## config.mk

```make
export PLATFORM = sky130hd
export DESIGN_NAME = gf256_poly_divide_top
export DESIGN_NICKNAME = d
export VERILOG_FILES = /design/src/rtl/gpd_pkg.sv /design/src/rtl/gf256_poly_divide_top.sv /design/src/rtl/gpd_ram.sv
export SDC_FILE = /design/constraint.sdc
export NUM_CORES = 2
export LEC_CHECK = 0
export BUFFER_PORTS_ARGS = -buffer_cell sky130_fd_sc_hd__buf_4
export CORE_MARGIN = 3
export CORE_UTILIZATION = 42
export CTS_CLUSTER_SIZE = 30
export DETAILED_ROUTE_END_ITERATION = 7
export PLACE_DENSITY = 0.67
export SLEW_MARGIN = 20
export SYNTH_ARGS = -nofsm -noshare
export SYNTH_HDL_FRONTEND = slang
export SYNTH_HIERARCHICAL = 1
export SYNTH_SLANG_ARGS = --single-unit
export TNS_END_PERCENT = 10
```

## constraint.sdc

```tcl
create_clock -name aclk -period 13.8 [get_ports aclk]
set_input_delay 0 -clock aclk [delete_from_list [all_inputs] [get_ports aclk]]
set_output_delay 0 -clock aclk [all_outputs]
set_load 0.005 [all_outputs]
```

## src/rtl/gpd_pkg.sv

```systemverilog
// ============================================================================
// gpd_pkg - shared definitions for the GF(2^8) polynomial divider
// Result kinds, size defaults and the field multiply used by the datapath.
// ============================================================================
package gpd_pkg;

    // Default capacity of each coefficient store.
    localparam int MAX_COEFFS_DEF = 32;

    // Reset value of the reduction polynomial's low byte.
    localparam logic [7:0] FIELD_POLY_RST = 8'd27;

    // Input command carried in tuser.
    localparam logic CMD_DIVISOR  = 1'b0;
    localparam logic CMD_DIVIDEND = 1'b1;

    // Result kind carried in tuser.
    localparam logic [1:0] KIND_QUOTIENT  = 2'd0;
    localparam logic [1:0] KIND_REMAINDER = 2'd1;
    localparam logic [1:0] KIND_DIV_ZERO  = 2'd2;

    // Shift-and-add multiply, reducing by x^8 plus the given low byte.
    function automatic logic [7:0] gf_mul(input logic [7:0] a, input logic [7:0] b,
                                          input logic [7:0] poly);
        logic [7:0] x;
        logic [7:0] acc;
        x   = a;
        acc = 8'd0;
        for (int k = 0; k < 8; k++) begin
            if (b[k]) begin
                acc = acc ^ x;
            end
            if (x[7]) begin
                x = {x[6:0], 1'b0} ^ poly;
            end else begin
                x = {x[6:0], 1'b0};
            end
        end
        return acc;
    endfunction

endpackage

```

## src/rtl/gf256_poly_divide_top.sv

```systemverilog
// ============================================================================
// gf256_poly_divide_top - polynomial long division over GF(2^8)
// Loads a divisor and a dividend word by word, divides, streams the results.
// ============================================================================
//
// Input stream (s_*): one coefficient per word, lowest degree first.
// s_tuser[0] selects divisor (0) or dividend (1); s_tlast marks the final
// coefficient of a polynomial. Loading takes one cycle per word. A complete
// divisor stays in place for every later dividend until a new one starts.
// The final dividend word starts the division and s_tready drops until the
// last result word has been handed to the output register.
// Output stream (m_*): quotient words, then remainder words, lowest degree
// first; m_tuser gives the kind and m_tlast marks the final word. A zero
// divisor gives one error word instead.
// After the final dividend word come a decision step, a read of the divisor's
// leading coefficient, eight square-and-multiply steps and a read of the top
// work coefficient. Each quotient step then forms one quotient coefficient,
// makes a read-modify-write pass over the work memory at one coefficient per
// cycle under the trimmed divisor's lower terms and clears the top coefficient.
// The remainder trim reads and checks each trailing zero in turn, and each
// result word takes an address state and a load state, limited by the
// registered memory read. A stalled receiver holds the output register and
// the sequencer waits on it; input is not taken meanwhile.
// Reset (aresetn low at a clock edge) empties both polynomials, returns to
// the divisor phase and restores field_poly to 27. The config channel
// (cfg_*) is always ready; the user must write it only while the block is
// idle, since the block itself does not enforce this.
module gf256_poly_divide_top #(
    parameter int MAX_COEFFS = gpd_pkg::MAX_COEFFS_DEF
) (
    input  logic       aclk,
    input  logic       aresetn,
    // Configuration: field_poly, the low byte of the reduction polynomial.
    input  logic       cfg_valid,
    output logic       cfg_ready,
    input  logic [7:0] cfg_data,
    // Input stream.
    input  logic       s_tvalid,
    output logic       s_tready,
    input  logic [7:0] s_tdata,   // [7:0] coefficient
    input  logic [0:0] s_tuser,   // [0] command
    input  logic       s_tlast,   // last
    // Result stream.
    output logic       m_tvalid,
    input  logic       m_tready,
    output logic [7:0] m_tdata,   // [7:0] coefficient_res
    output logic [1:0] m_tuser,   // [1:0] kind
    output logic       m_tlast    // last_res
);

    localparam int ADDR_W = $clog2(MAX_COEFFS);
    localparam int LEN_W  = $clog2(MAX_COEFFS + 1);
    localparam logic [LEN_W-1:0] MAX_LEN = LEN_W'(MAX_COEFFS);

    // Sequencer states, one-hot.
    typedef enum logic [15:0] {
        S_IDLE  = 16'h0001,  // loading coefficients
        S_START = 16'h0002,  // decide error, divide or remainder only
        S_LEAD  = 16'h0004,  // read divisor leading coefficient
        S_LEADW = 16'h0008,  // capture it for inversion
        S_INV   = 16'h0010,  // square-and-multiply to lead^254
        S_TREAD = 16'h0020,  // read top work coefficient
        S_TMUL  = 16'h0040,  // quotient term, start divisor sweep
        S_UPD   = 16'h0080,  // work[sh+j] ^= t * divisor[j]
        S_ZERO  = 16'h0100,  // clear top coefficient, read the next one
        S_RSCAN = 16'h0200,  // remainder trim: read candidate top
        S_RCHK  = 16'h0400,  // remainder trim: check it
        S_QRD   = 16'h0800,  // quotient output: address
        S_QOUT  = 16'h1000,  // quotient output: load word
        S_RRD   = 16'h2000,  // remainder output: address
        S_ROUT  = 16'h4000,  // remainder output: load word
        S_ERR   = 16'h8000   // division by zero word
    } state_t;

    state_t state_reg, state_next;

    logic [7:0]        field_poly_reg;
    logic [LEN_W-1:0]  div_len_reg, div_len_next;
    logic [LEN_W-1:0]  div_nz_reg, div_nz_next;
    logic [LEN_W-1:0]  work_len_reg, work_len_next;
    logic [LEN_W-1:0]  work_nz_reg, work_nz_next;
    logic              load_phase_reg, load_phase_next;
    logic [LEN_W-1:0]  nd_reg, nd_next;
    logic [LEN_W-1:0]  nw_reg, nw_next;
    logic [LEN_W-1:0]  qn_reg, qn_next;
    logic [LEN_W-1:0]  rn_reg, rn_next;
    logic [LEN_W-1:0]  idx_reg, idx_next;
    logic [ADDR_W-1:0] pos_reg, pos_next;
    logic [ADDR_W-1:0] j_reg, j_next;
    logic [7:0]        t_reg, t_next;
    logic [7:0]        base_reg, base_next;
    logic [7:0]        inv_reg, inv_next;
    logic [2:0]        k_reg, k_next;

    logic              out_valid_reg, out_valid_next;
    logic [1:0]        out_kind_reg, out_kind_next;
    logic [7:0]        out_coef_reg, out_coef_next;
    logic              out_last_reg, out_last_next;

    // Memory ports.
    logic              div_we, work_we, quo_we;
    logic [ADDR_W-1:0] div_waddr, div_raddr, work_waddr, work_raddr, quo_waddr, quo_raddr;
    logic [7:0]        div_wdata, work_wdata, quo_wdata;
    logic [7:0]        div_rdata, work_rdata, quo_rdata;

    gpd_ram #(.WIDTH(8), .DEPTH(MAX_COEFFS)) u_div_ram (
        .aclk(aclk), .we(div_we), .waddr(div_waddr), .wdata(div_wdata),
        .raddr(div_raddr), .rdata(div_rdata)
    );

    gpd_ram #(.WIDTH(8), .DEPTH(MAX_COEFFS)) u_work_ram (
        .aclk(aclk), .we(work_we), .waddr(work_waddr), .wdata(work_wdata),
        .raddr(work_raddr), .rdata(work_rdata)
    );

    gpd_ram #(.WIDTH(8), .DEPTH(MAX_COEFFS)) u_quo_ram (
        .aclk(aclk), .we(quo_we), .waddr(quo_waddr), .wdata(quo_wdata),
        .raddr(quo_raddr), .rdata(quo_rdata)
    );

    // Derived indexes. The shift sh is the quotient degree of the current step.
    logic [LEN_W-1:0]  nd_m1;
    logic [ADDR_W-1:0] sh;
    logic              s_accept;
    logic              out_free;
    logic [LEN_W-1:0]  div_idx;
    logic [7:0]        prod_upd, prod_t, prod_r, prod_b;

    assign nd_m1    = nd_reg - LEN_W'(1);
    assign sh       = pos_reg - nd_m1[ADDR_W-1:0];
    assign s_tready = (state_reg == S_IDLE);
    assign s_accept = s_tvalid && s_tready;
    assign out_free = !out_valid_reg || m_tready;
    assign div_idx  = load_phase_reg ? '0 : div_len_reg;
    assign cfg_ready = 1'b1;

    assign prod_t   = gpd_pkg::gf_mul(work_rdata, inv_reg, field_poly_reg);
    assign prod_upd = gpd_pkg::gf_mul(t_reg, div_rdata, field_poly_reg);
    assign prod_r   = gpd_pkg::gf_mul(inv_reg, base_reg, field_poly_reg);
    assign prod_b   = gpd_pkg::gf_mul(base_reg, base_reg, field_poly_reg);

    always_comb begin
        state_next      = state_reg;
        div_len_next    = div_len_reg;
        div_nz_next     = div_nz_reg;
        work_len_next   = work_len_reg;
        work_nz_next    = work_nz_reg;
        load_phase_next = load_phase_reg;
        nd_next         = nd_reg;
        nw_next         = nw_reg;
        qn_next         = qn_reg;
        rn_next         = rn_reg;
        idx_next        = idx_reg;
        pos_next        = pos_reg;
        j_next          = j_reg;
        t_next          = t_reg;
        base_next       = base_reg;
        inv_next        = inv_reg;
        k_next          = k_reg;
        out_valid_next  = out_valid_reg && !m_tready;
        out_kind_next   = out_kind_reg;
        out_coef_next   = out_coef_reg;
        out_last_next   = out_last_reg;

        div_we     = 1'b0;
        div_waddr  = div_idx[ADDR_W-1:0];
        div_wdata  = s_tdata;
        div_raddr  = '0;
        work_we    = 1'b0;
        work_waddr = work_len_reg[ADDR_W-1:0];
        work_wdata = s_tdata;
        work_raddr = '0;
        quo_we     = 1'b0;
        quo_waddr  = sh;
        quo_wdata  = prod_t;
        quo_raddr  = idx_reg[ADDR_W-1:0];

        unique case (state_reg)
            S_IDLE: begin
                if (s_accept) begin
                    if (s_tuser[0] == gpd_pkg::CMD_DIVISOR) begin
                        // A divisor word after a complete divisor starts a new one.
                        if (load_phase_reg) begin
                            div_nz_next = '0;
                        end
                        div_len_next = div_idx;
                        if (div_idx < MAX_LEN) begin
                            div_we       = 1'b1;
                            div_len_next = div_idx + LEN_W'(1);
                            if (s_tdata != 8'd0) begin
                                div_nz_next = div_idx + LEN_W'(1);
                            end
                        end
                        load_phase_next = s_tlast;
                    end else begin
                        nw_next = work_nz_reg;
                        if (work_len_reg < MAX_LEN) begin
                            work_we       = 1'b1;
                            work_len_next = work_len_reg + LEN_W'(1);
                            if (s_tdata != 8'd0) begin
                                work_nz_next = work_len_reg + LEN_W'(1);
                                nw_next      = work_len_reg + LEN_W'(1);
                            end
                        end
                        if (s_tlast) begin
                            nd_next       = div_nz_reg;
                            work_len_next = '0;
                            work_nz_next  = '0;
                            state_next    = S_START;
                        end
                    end
                end
            end
            S_START: begin
                qn_next  = '0;
                idx_next = '0;
                rn_next  = (nw_reg < nd_reg) ? nw_reg : nd_m1;
                if (nd_reg == '0) begin
                    state_next = S_ERR;
                end else if (nw_reg >= nd_reg) begin
                    state_next = S_LEAD;
                end else begin
                    state_next = S_RSCAN;
                end
            end
            S_LEAD: begin
                div_raddr  = nd_m1[ADDR_W-1:0];
                state_next = S_LEADW;
            end
            S_LEADW: begin
                base_next  = div_rdata;
                inv_next   = 8'd1;
                k_next     = '0;
                state_next = S_INV;
            end
            S_INV: begin
                // 254 has every exponent bit set except bit zero.
                if (k_reg != 3'd0) begin
                    inv_next = prod_r;
                end
                base_next = prod_b;
                k_next    = k_reg + 3'd1;
                if (k_reg == 3'd7) begin
                    pos_next   = ADDR_W'(nw_reg - LEN_W'(1));
                    state_next = S_TREAD;
                end
            end
            S_TREAD: begin
                work_raddr = pos_reg;
                state_next = S_TMUL;
            end
            S_TMUL: begin
                t_next = prod_t;
                quo_we = 1'b1;
                // Steps run from the highest degree down, so the first nonzero
                // term fixes the trimmed quotient length.
                if (prod_t != 8'd0 && qn_reg == '0) begin
                    qn_next = LEN_W'(sh) + LEN_W'(1);
                end
                div_raddr  = '0;
                work_raddr = sh;
                j_next     = '0;
                state_next = (nd_reg == LEN_W'(1)) ? S_ZERO : S_UPD;
            end
            S_UPD: begin
                work_we    = 1'b1;
                work_waddr = sh + j_reg;
                work_wdata = work_rdata ^ prod_upd;
                div_raddr  = j_reg + ADDR_W'(1);
                work_raddr = sh + j_reg + ADDR_W'(1);
                j_next     = j_reg + ADDR_W'(1);
                if (LEN_W'(j_reg) == nd_reg - LEN_W'(2)) begin
                    state_next = S_ZERO;
                end
            end
            S_ZERO: begin
                work_we    = 1'b1;
                work_waddr = pos_reg;
                work_wdata = 8'd0;
                work_raddr = pos_reg - ADDR_W'(1);
                if (LEN_W'(pos_reg) == nd_m1) begin
                    state_next = S_RSCAN;
                end else begin
                    pos_next   = pos_reg - ADDR_W'(1);
                    state_next = S_TMUL;
                end
            end
            S_RSCAN: begin
                work_raddr = ADDR_W'(rn_reg - LEN_W'(1));
                state_next = (rn_reg == '0) ? S_QRD : S_RCHK;
            end
            S_RCHK: begin
                work_raddr = ADDR_W'(rn_reg - LEN_W'(1));
                if (work_rdata == 8'd0) begin
                    rn_next    = rn_reg - LEN_W'(1);
                    state_next = S_RSCAN;
                end else begin
                    state_next = S_QRD;
                end
            end
            S_QRD: begin
                if (idx_reg == qn_reg) begin
                    idx_next   = '0;
                    state_next = S_RRD;
                end else begin
                    state_next = S_QOUT;
                end
            end
            S_QOUT: begin
                if (out_free) begin
                    out_valid_next = 1'b1;
                    out_kind_next  = gpd_pkg::KIND_QUOTIENT;
                    out_coef_next  = quo_rdata;
                    out_last_next  = 1'b0;
                    idx_next       = idx_reg + LEN_W'(1);
                    state_next     = S_QRD;
                end
            end
            S_RRD: begin
                work_raddr = idx_reg[ADDR_W-1:0];
                if (rn_reg == '0) begin
                    // Empty remainder is sent as a single zero.
                    if (out_free) begin
                        out_valid_next = 1'b1;
                        out_kind_next  = gpd_pkg::KIND_REMAINDER;
                        out_coef_next  = 8'd0;
                        out_last_next  = 1'b1;
                        state_next     = S_IDLE;
                    end
                end else begin
                    state_next = S_ROUT;
                end
            end
            S_ROUT: begin
                work_raddr = idx_reg[ADDR_W-1:0];
                if (out_free) begin
                    out_valid_next = 1'b1;
                    out_kind_next  = gpd_pkg::KIND_REMAINDER;
                    out_coef_next  = work_rdata;
                    out_last_next  = (idx_reg + LEN_W'(1) == rn_reg);
                    idx_next       = idx_reg + LEN_W'(1);
                    state_next     = (idx_reg + LEN_W'(1) == rn_reg) ? S_IDLE : S_RRD;
                end
            end
            S_ERR: begin
                if (out_free) begin
                    out_valid_next = 1'b1;
                    out_kind_next  = gpd_pkg::KIND_DIV_ZERO;
                    out_coef_next  = 8'd0;
                    out_last_next  = 1'b1;
                    state_next     = S_IDLE;
                end
            end
            default: begin
                state_next = S_IDLE;
            end
        endcase
    end

    // Control state.
    always_ff @(posedge aclk) begin
        if (!aresetn) begin
            state_reg      <= S_IDLE;
            field_poly_reg <= gpd_pkg::FIELD_POLY_RST;
            div_len_reg    <= '0;
            div_nz_reg     <= '0;
            work_len_reg   <= '0;
            work_nz_reg    <= '0;
            load_phase_reg <= 1'b0;
            out_valid_reg  <= 1'b0;
        end else begin
            state_reg      <= state_next;
            div_len_reg    <= div_len_next;
            div_nz_reg     <= div_nz_next;
            work_len_reg   <= work_len_next;
            work_nz_reg    <= work_nz_next;
            load_phase_reg <= load_phase_next;
            out_valid_reg  <= out_valid_next;
            if (cfg_valid && cfg_ready) begin
                field_poly_reg <= cfg_data;
            end
        end
    end

    // Datapath registers; every one is set before it is used.
    always_ff @(posedge aclk) begin
        nd_reg       <= nd_next;
        nw_reg       <= nw_next;
        qn_reg       <= qn_next;
        rn_reg       <= rn_next;
        idx_reg      <= idx_next;
        pos_reg      <= pos_next;
        j_reg        <= j_next;
        t_reg        <= t_next;
        base_reg     <= base_next;
        inv_reg      <= inv_next;
        k_reg        <= k_next;
        out_kind_reg <= out_kind_next;
        out_coef_reg <= out_coef_next;
        out_last_reg <= out_last_next;
    end

    assign m_tvalid = out_valid_reg;
    assign m_tdata  = out_coef_reg;
    assign m_tuser  = out_kind_reg;
    assign m_tlast  = out_last_reg;

endmodule

```

## src/rtl/gpd_ram.sv

```systemverilog
// ============================================================================
// gpd_ram - simple dual-port RAM
// One write port and one read port, read data registered.
// ============================================================================
module gpd_ram #(
    parameter int WIDTH = 8,
    parameter int DEPTH = 32
) (
    input  logic                     aclk,
    input  logic                     we,
    input  logic [$clog2(DEPTH)-1:0] waddr,
    input  logic [WIDTH-1:0]         wdata,
    input  logic [$clog2(DEPTH)-1:0] raddr,
    output logic [WIDTH-1:0]         rdata
);

    logic [WIDTH-1:0] mem [DEPTH];
    logic [WIDTH-1:0] rdata_reg;

    always_ff @(posedge aclk) begin
        if (we) begin
            mem[waddr] <= wdata;
        end
        rdata_reg <= mem[raddr];
    end

    assign rdata = rdata_reg;

endmodule

```

# Word level (Yosys, flattened, before mapping)

Memories as Yosys holds them, arrays and structs flattened. A register that Yosys moved wholly into a read port is not among the register bits.
Index checks and enable logic that the tools add are counted.
Widths: inputs -> output; s select.

Bits in writable memories: 768
Register bits: 128
Logic and storage cells: 317
Memories: 3

Memory list:

| name           | depth | width | read ports | clocked after memory_dff | wr ports | RTL line      | RTL |
|---|---|---|---|---|---|---|---|
| u_div_ram.mem  | 32    | 8     | 1          | 1                        | 1        | gpd_ram.sv:17 | `logic [WIDTH-1:0] mem [DEPTH];` |
| u_quo_ram.mem  | 32    | 8     | 1          | 1                        | 1        | gpd_ram.sv:17 |  |
| u_work_ram.mem | 32    | 8     | 1          | 1                        | 1        | gpd_ram.sv:17 |  |

Mux-type cells: 141
$lt $le $gt $ge: 4
Bitwise gates (word level): 58
Reductions and logical operators: 38
Equal/unequal tests: 37
$add $sub $neg: 14

Operator list:

| cell                 | number |
|---|---|
| $mux 8               | 65 |
| $xor 8x8->8          | 57 |
| $pmux 16 s16         | 1 |
| $mux 16              | 10 |
| $mux 6               | 15 |
| $pmux 8 s2           | 3 |
| $pmux 5 s2           | 4 |
| $pmux 8 s4           | 1 |
| $pmux 5 s6           | 1 |
| $mux 14              | 2 |
| $mux 12              | 2 |
| $pmux 6 s2           | 2 |
| $ne 2x2->1 const B   | 11 |
| $mux 1               | 20 |
| $mux 10              | 2 |
| $add 6x1->6 const B  | 3 |
| $logic_not 6->1      | 3 |
| $pmux 6 s3           | 1 |
| $eq 16x1->1 const B  | 1 |
| $eq 16x10->1 const B | 1 |
| $eq 16x11->1 const B | 1 |
| $eq 16x12->1 const B | 1 |
| $eq 16x13->1 const B | 1 |
| $eq 16x14->1 const B | 1 |
| other kinds (48)     | 83 |

# Depth between registers and ports, before layout

Depth in word-level cells: 20
Mapped depth: 20

# Modules after synthesis

The synthesis kept the hierarchy.

Modules (own cells, without submodules):

| module                | instances | sequential area each (um2) | area an instance (um2) | cells an instance |
|---|---|---|---|---|
| gpd_ram               | 3         | 7,847.5                    | 10,053.4               | 417 |
| gf256_poly_divide_top | 1         | 3,343.2                    | 16,229.3               | 2,146 |

# Least setup slack after synthesis

Ideal clock, no wire load.

Path type: register to register
From: register field_poly_reg[7]
To: register qn_reg[0] (enable)
Arrival: 4.704 ns
Clock period less this slack: 5.077 ns
Library setup time: 0.373 ns
Stages on the path, launching flop included: 17
Slack: 8.723 ns
Cell sequence: dfxtp_1 buf_6 buf_6 mux2_2 a221oi_4 xnor2_1 buf_2 o311ai_2 a22oi_2 nand2_2 xor2_2 xnor2_1 nand2_1 xnor3_1 xnor2_1 nor4_1 a31oi_1

Elaborated cells between the ends (all ways): 32
Those cells by class: eq/ne (1); mux (14); bitwise (14); reduce/logical (3)

RTL lines:

| what                                  | RTL line                     | RTL |
|---|---|---|
| from (decl)                           | gf256_poly_divide_top.sv:77  | `logic [7:0] field_poly_reg;` |
| from (signal assigned)                | gf256_poly_divide_top.sv:364 | `field_poly_reg <= gpd_pkg::FIELD_POLY_RST;` |
| from (signal assigned)                | gf256_poly_divide_top.sv:380 | `field_poly_reg <= cfg_data;` |
| $xor 8x8->8                           | gpd_pkg.sv:34                | `x = {x[6:0], 1'b0} ^ poly;` |
| $mux 8 (2 in a row)                   | gpd_pkg.sv:33                | `if (x[7]) begin` |
| $xor 8x8->8, on equally long branches | gpd_pkg.sv:31, gpd_pkg.sv:34 |  |
| $mux 8, on equally long branches      | gpd_pkg.sv:30, gpd_pkg.sv:33 |  |
| $xor 8x8->8, on equally long branches | gpd_pkg.sv:31, gpd_pkg.sv:34 |  |
| $mux 8, on equally long branches      | gpd_pkg.sv:30, gpd_pkg.sv:33 |  |
| $xor 8x8->8                           | gpd_pkg.sv:31                | `acc = acc ^ x;` |
| $mux 8                                | gpd_pkg.sv:30                | `if (b[k]) begin` |
| [... 3 more ...]                      | --                           |  |
| $mux 8                                | gpd_pkg.sv:30                |  |
| $xor 8x8->8                           | gpd_pkg.sv:31                |  |
| $mux 8 (*)                            | gpd_pkg.sv:30                |  |
| via prod_t[2]                         | gf256_poly_divide_top.sv:127 | `logic [7:0] prod_upd, prod_t, prod_r, prod_b;` |
| $reduce_bool 8->1 (*)                 | gf256_poly_divide_top.sv:257 | `if (prod_t != 8'd0 && qn_reg == '0) begin` |
| $logic_and 1x1->1 (*)                 | gf256_poly_divide_top.sv:257 |  |
| $ne 2x2->1 (no source line) (*)       | --                           |  |
| $reduce_and 2->1 (no source line) (*) | --                           |  |
| to (signal assigned)                  | gf256_poly_divide_top.sv:389 | `qn_reg <= qn_next;` |
| to (decl)                             | gf256_poly_divide_top.sv:85  | `logic [LEN_W-1:0] qn_reg, qn_next;` |

The timed path passes the listed nets; every way through them passes the cells marked *.
A chain may end at the register's enable or synchronous reset.

# Worst setup path after layout

From: register field_poly_reg[7]
To: memory u_work_ram.mem[5][3] (data pin)

Cells in the longest elaborated chain, start to end: 17
Elaborated cells between the ends (all ways): 28
Those cells by class: mux (14); bitwise (14)

Ends and longest elaborated chain:

| what                                  | RTL line                     | RTL |
|---|---|---|
| $xor 8x8->8                           | gpd_pkg.sv:34                |  |
| $mux 8 (2 in a row)                   | gpd_pkg.sv:33                |  |
| $xor 8x8->8, on equally long branches | gpd_pkg.sv:31, gpd_pkg.sv:34 |  |
| $mux 8, on equally long branches      | gpd_pkg.sv:30, gpd_pkg.sv:33 |  |
| $xor 8x8->8, on equally long branches | gpd_pkg.sv:31, gpd_pkg.sv:34 |  |
| $mux 8, on equally long branches      | gpd_pkg.sv:30, gpd_pkg.sv:33 |  |
| $xor 8x8->8, on equally long branches | gpd_pkg.sv:31, gpd_pkg.sv:34 |  |
| $mux 8, on equally long branches      | gpd_pkg.sv:30, gpd_pkg.sv:33 |  |
| $xor 8x8->8                           | gpd_pkg.sv:31                |  |
| $mux 8                                | gpd_pkg.sv:30                |  |
| $xor 8x8->8                           | gpd_pkg.sv:31                |  |
| $mux 8                                | gpd_pkg.sv:30                |  |
| $xor 8x8->8                           | gpd_pkg.sv:31                |  |
| $mux 8 (*)                            | gpd_pkg.sv:30                |  |
| $xor 8x8->8 (*)                       | gf256_poly_divide_top.sv:268 | `work_wdata = work_rdata ^ prod_upd;` |
| $pmux 8 s2 (*)                        | gf256_poly_divide_top.sv:178 | `unique case (state_reg)` |
| via work_wdata[3]                     | gf256_poly_divide_top.sv:103 | `logic [7:0] div_wdata, work_wdata, quo_wdata;` |
| to (decl)                             | gpd_ram.sv:17                |  |

Marks and branches as above.

==> reports/results.txt <==
Worst r2r src - field_poly_reg[7]
Fin area - 0.0513 sq mm
Crit path launch type - flop
Ys async rst share - 0
Synth warnings - 6
Worst Skew - 27.9 ps
Max clock buf depth - 3
Total Die Area - 0.114 sq mm
Most frequent cell on the critical path - buf_4
# setup viols final - 0
Outcome - finished, final reports clean
CTS Buf Count - 90
Hold Path Stages - 3
IO buf count - 35
RR Endpoint - u_work_ram/mem[5][3]
Nets@finish - 3462
FF-to-FF path depth - 15
PnR Total Power - 8.48 mW
Count of final hold-check violations - 0
Cts hold-fix bufs - 37
Critical-path maximum fanout - 64
Critical Path RT - 14110 ps
Drt pass-1 iters - 6
Fin worst setup slack - 7500 ps
IO Pins - 37
Area delta synth->final - 10.7%
Max VDD drop - 0.384 mV
#FFs+latches synth - 920
Antenna viol nets, final - 0
Clk Tree Root Cell - clkbuf_16
Clk_lat worst skew - 670 ps
# rows - 121
Tmin final - 6300 ps
Worst Tran Pin Value - 1140 ps
Pleak - 16.8 nW
Routed wire per std cell - 23.1 um
Die Span Y - 338 um
Worst-path clk slew - 60 ps
DP Area - 0.0481 sq mm
Fmax - 0.159 GHz
CP max stage delay - 870 ps
Post-synth EDFFs - 846
Worst path slowest cell - a22o_1
Vias per cell - 5.74
Ratio of final minimum period to clock period - 0.456
First-pass GRT wire length - 174 mm
Largest net degree at the start of global routing - 69
Worst path cell trace - buf_4 -> inv_1 -> buf_4 -> a21oi_1 -> or3_1 -> and2_1 -> a211oi_2 -> a211oi_4 -> xnor3_1 -> nand2b_2 -> a32oi_1 -> or4_1 -> o2111a_1 -> xnor2_1 -> a22o_1
GRT overflow - 0
Sink Count - 920
DR vias - 28500
GRT Overall Usage - 0.196
H-tree depth - 3
Post-CTS Setup Repair Bufs - 0
Initial core utilization - 0.424
Final GP Congestion - 0.885
DRT iter0 DRCs - 2907
Buf+Inv Stages, Crit Path - 3
Max-Cap Viols - 0
Fraction of layout instances using a drive strength above 1 - 0.169
Kind of end point of the critical path - flop
Syn nets - 3453
Critical path data arrival time - 6610 ps
Mean post-synth cell area - 13.7 sq um
Core area - 0.109 sq mm
PwrDens - 165 mW/mm^2
WS Path Type - flop to flop
Die W - 338 um
Hold path endpoint - field_poly_reg[0]
Post-synth top flop - edfxtp_1
Synth cell types - 107
Inst Count DP - 4753
Initial antenna violation count - 6
Post-CTS sizing - 0
Mapped Area - 0.0464 sq mm
R2r setup slk - 7500 ps
Setup TNS - 0 ps
Regs by FF count - u_div_ram/mem: 256 flops, u_quo_ram/mem: 256 flops, u_work_ram/mem: 256 flops
Seq/Total Area, Yosys - 0.580
Gate Count Post-Synth - 3397
Post-DP HPWL - 73.2 mm
Relative slew slack - 0.238
Fill count - 9533
# DRC - 0
RSZ-0062 raised after global routing - false
Place WS - 7680 ps
Max-slew violation count - 0
Vias in the first global route - 27600
Worst hold path class - input port to flop
Delay-heaviest family, CP - compound AO/OA/AOI/OAI gates
Hold_sp - cfg_valid
Fin cells - 4958
Final WL - 114 mm
CTS tree - yes
==> kinds of logic (layout without fill, tap and decap cells) <==
logic type	Yosys count	in the layout	synth area share
adder cells (fa/ha/maj)	33	33	0.00922
AO/OA/AOI/OAI	416	416	0.0622
multiplexers	300	300	0.130
flip-flops	920	920	0.580
AND/OR/NAND/NOR	1019	1019	0.103
other	1	4	0.0000808
buffers and inverters	263	345	0.0260
XOR/XNOR	445	445	0.0895
==> layout make-up <==
type,instances,area [sq um],share of cell area
timing repair buffer,125,1030,0.0201
antenna,3,7.51,0.000146
multi-input combinational,2214,18500,0.360
inverter,55,206,0.00402
clock inverter,47,415,0.00809
tap,1476,1850,0.0360
clock buffer,118,2450,0.0477
sequential,920,26900,0.524
==> stage by stage <==
step / util / hold slack [ps]
global route: 0.470 / 282
finish: 0.470 / 262
global placement: 0.440 / 228
floorplan: - / 61.9
detailed placement: 0.440 / 228
CTS: 0.469 / 231
==> report_power, final <==
group,switching (mW),leakage [nW],internal (mW)
Combinational,1.52,7.24,0.693
Sequential,0.0359,8.18,3.85
Clock,1.05,1.41,1.33
==> placed cells by master (no fill, tap or decap), types with 68 or more instances in the layout <==
cell type  synthesis  routed
a21oi_1           98      98
buf_4             24      88
clkbuf_16          0      91
dfxtp_1           74      68
edfxtp_1         846     846
mux4_2           240     240
nand2_1          396     396
nand3_1           79      79
nor2_1           259     256
o21ai_0           74      71
xnor2_1          328     322
xor2_1            96      94
==> metal layers <==
layer  track usage  share of wire  vias up
li1              -              -    12800
met1         0.281           0.44    14400
met2         0.313           0.47     1064
met3        0.0300          0.067      191
met4        0.0526          0.025        0
met5             0              0        -
==> worst max path at each step <==
stage | startpoint | end | slack (ps) | depth (start not counted)
finish | field_poly_reg[7] | u_work_ram/mem[5][3] | 7500 | 15
global route | field_poly_reg[7] | u_work_ram/mem[23][3] | 7070 | 15
CTS | field_poly_reg[7] | u_work_ram/mem[5][3] | 7620 | 15
global placement | field_poly_reg[7] | u_work_ram/mem[19][2] | 7770 | 15
detailed placement | field_poly_reg[7] | u_work_ram/mem[19][2] | 7680 | 15
floorplan | field_poly_reg[7] | qn_reg[0] | 8720 | 16
==> synth_stat cells, drive strengths merged, types with 9 or more instances <==
master | number | area share
xor2 | 99 | 0.019
inv | 53 | 0.0043
nor4 | 21 | 0.0028
ha | 31 | 0.0084
xnor2 | 331 | 0.063
nor2b | 25 | 0.0034
a21boi | 9 | 0.0015
buf | 99 | 0.013
mux2 | 32 | 0.0078
xnor3 | 13 | 0.0063
nor3 | 29 | 0.0033
a31oi | 10 | 0.0015
mux2i | 28 | 0.0060
a21oi | 99 | 0.011
nand4 | 17 | 0.0023
o21a | 13 | 0.0021
and3 | 32 | 0.0043
a32oi | 10 | 0.0021
a21o | 17 | 0.0028
or2 | 11 | 0.0015
dfxtp | 74 | 0.032
a22o | 16 | 0.0030
a211oi | 18 | 0.0042
o21ai | 106 | 0.011
o2111ai | 9 | 0.0017
edfxtp | 846 | 0.55
o211ai | 22 | 0.0036
clkbuf | 109 | 0.0088
mux4 | 240 | 0.12
nor3b | 13 | 0.0021
and2 | 24 | 0.0034
nor2 | 261 | 0.021
or3 | 21 | 0.0028
nand2b | 25 | 0.0036
nand3 | 79 | 0.0085
nand3b | 19 | 0.0031
or3b | 23 | 0.0043
nand2 | 398 | 0.032
==> worst min-delay path, stage by stage <==
cell and delay [ps]:
buf_4 190, o211ai_1 160, dlygate4sd3_1 540
(Power assumes the default switching activity.)
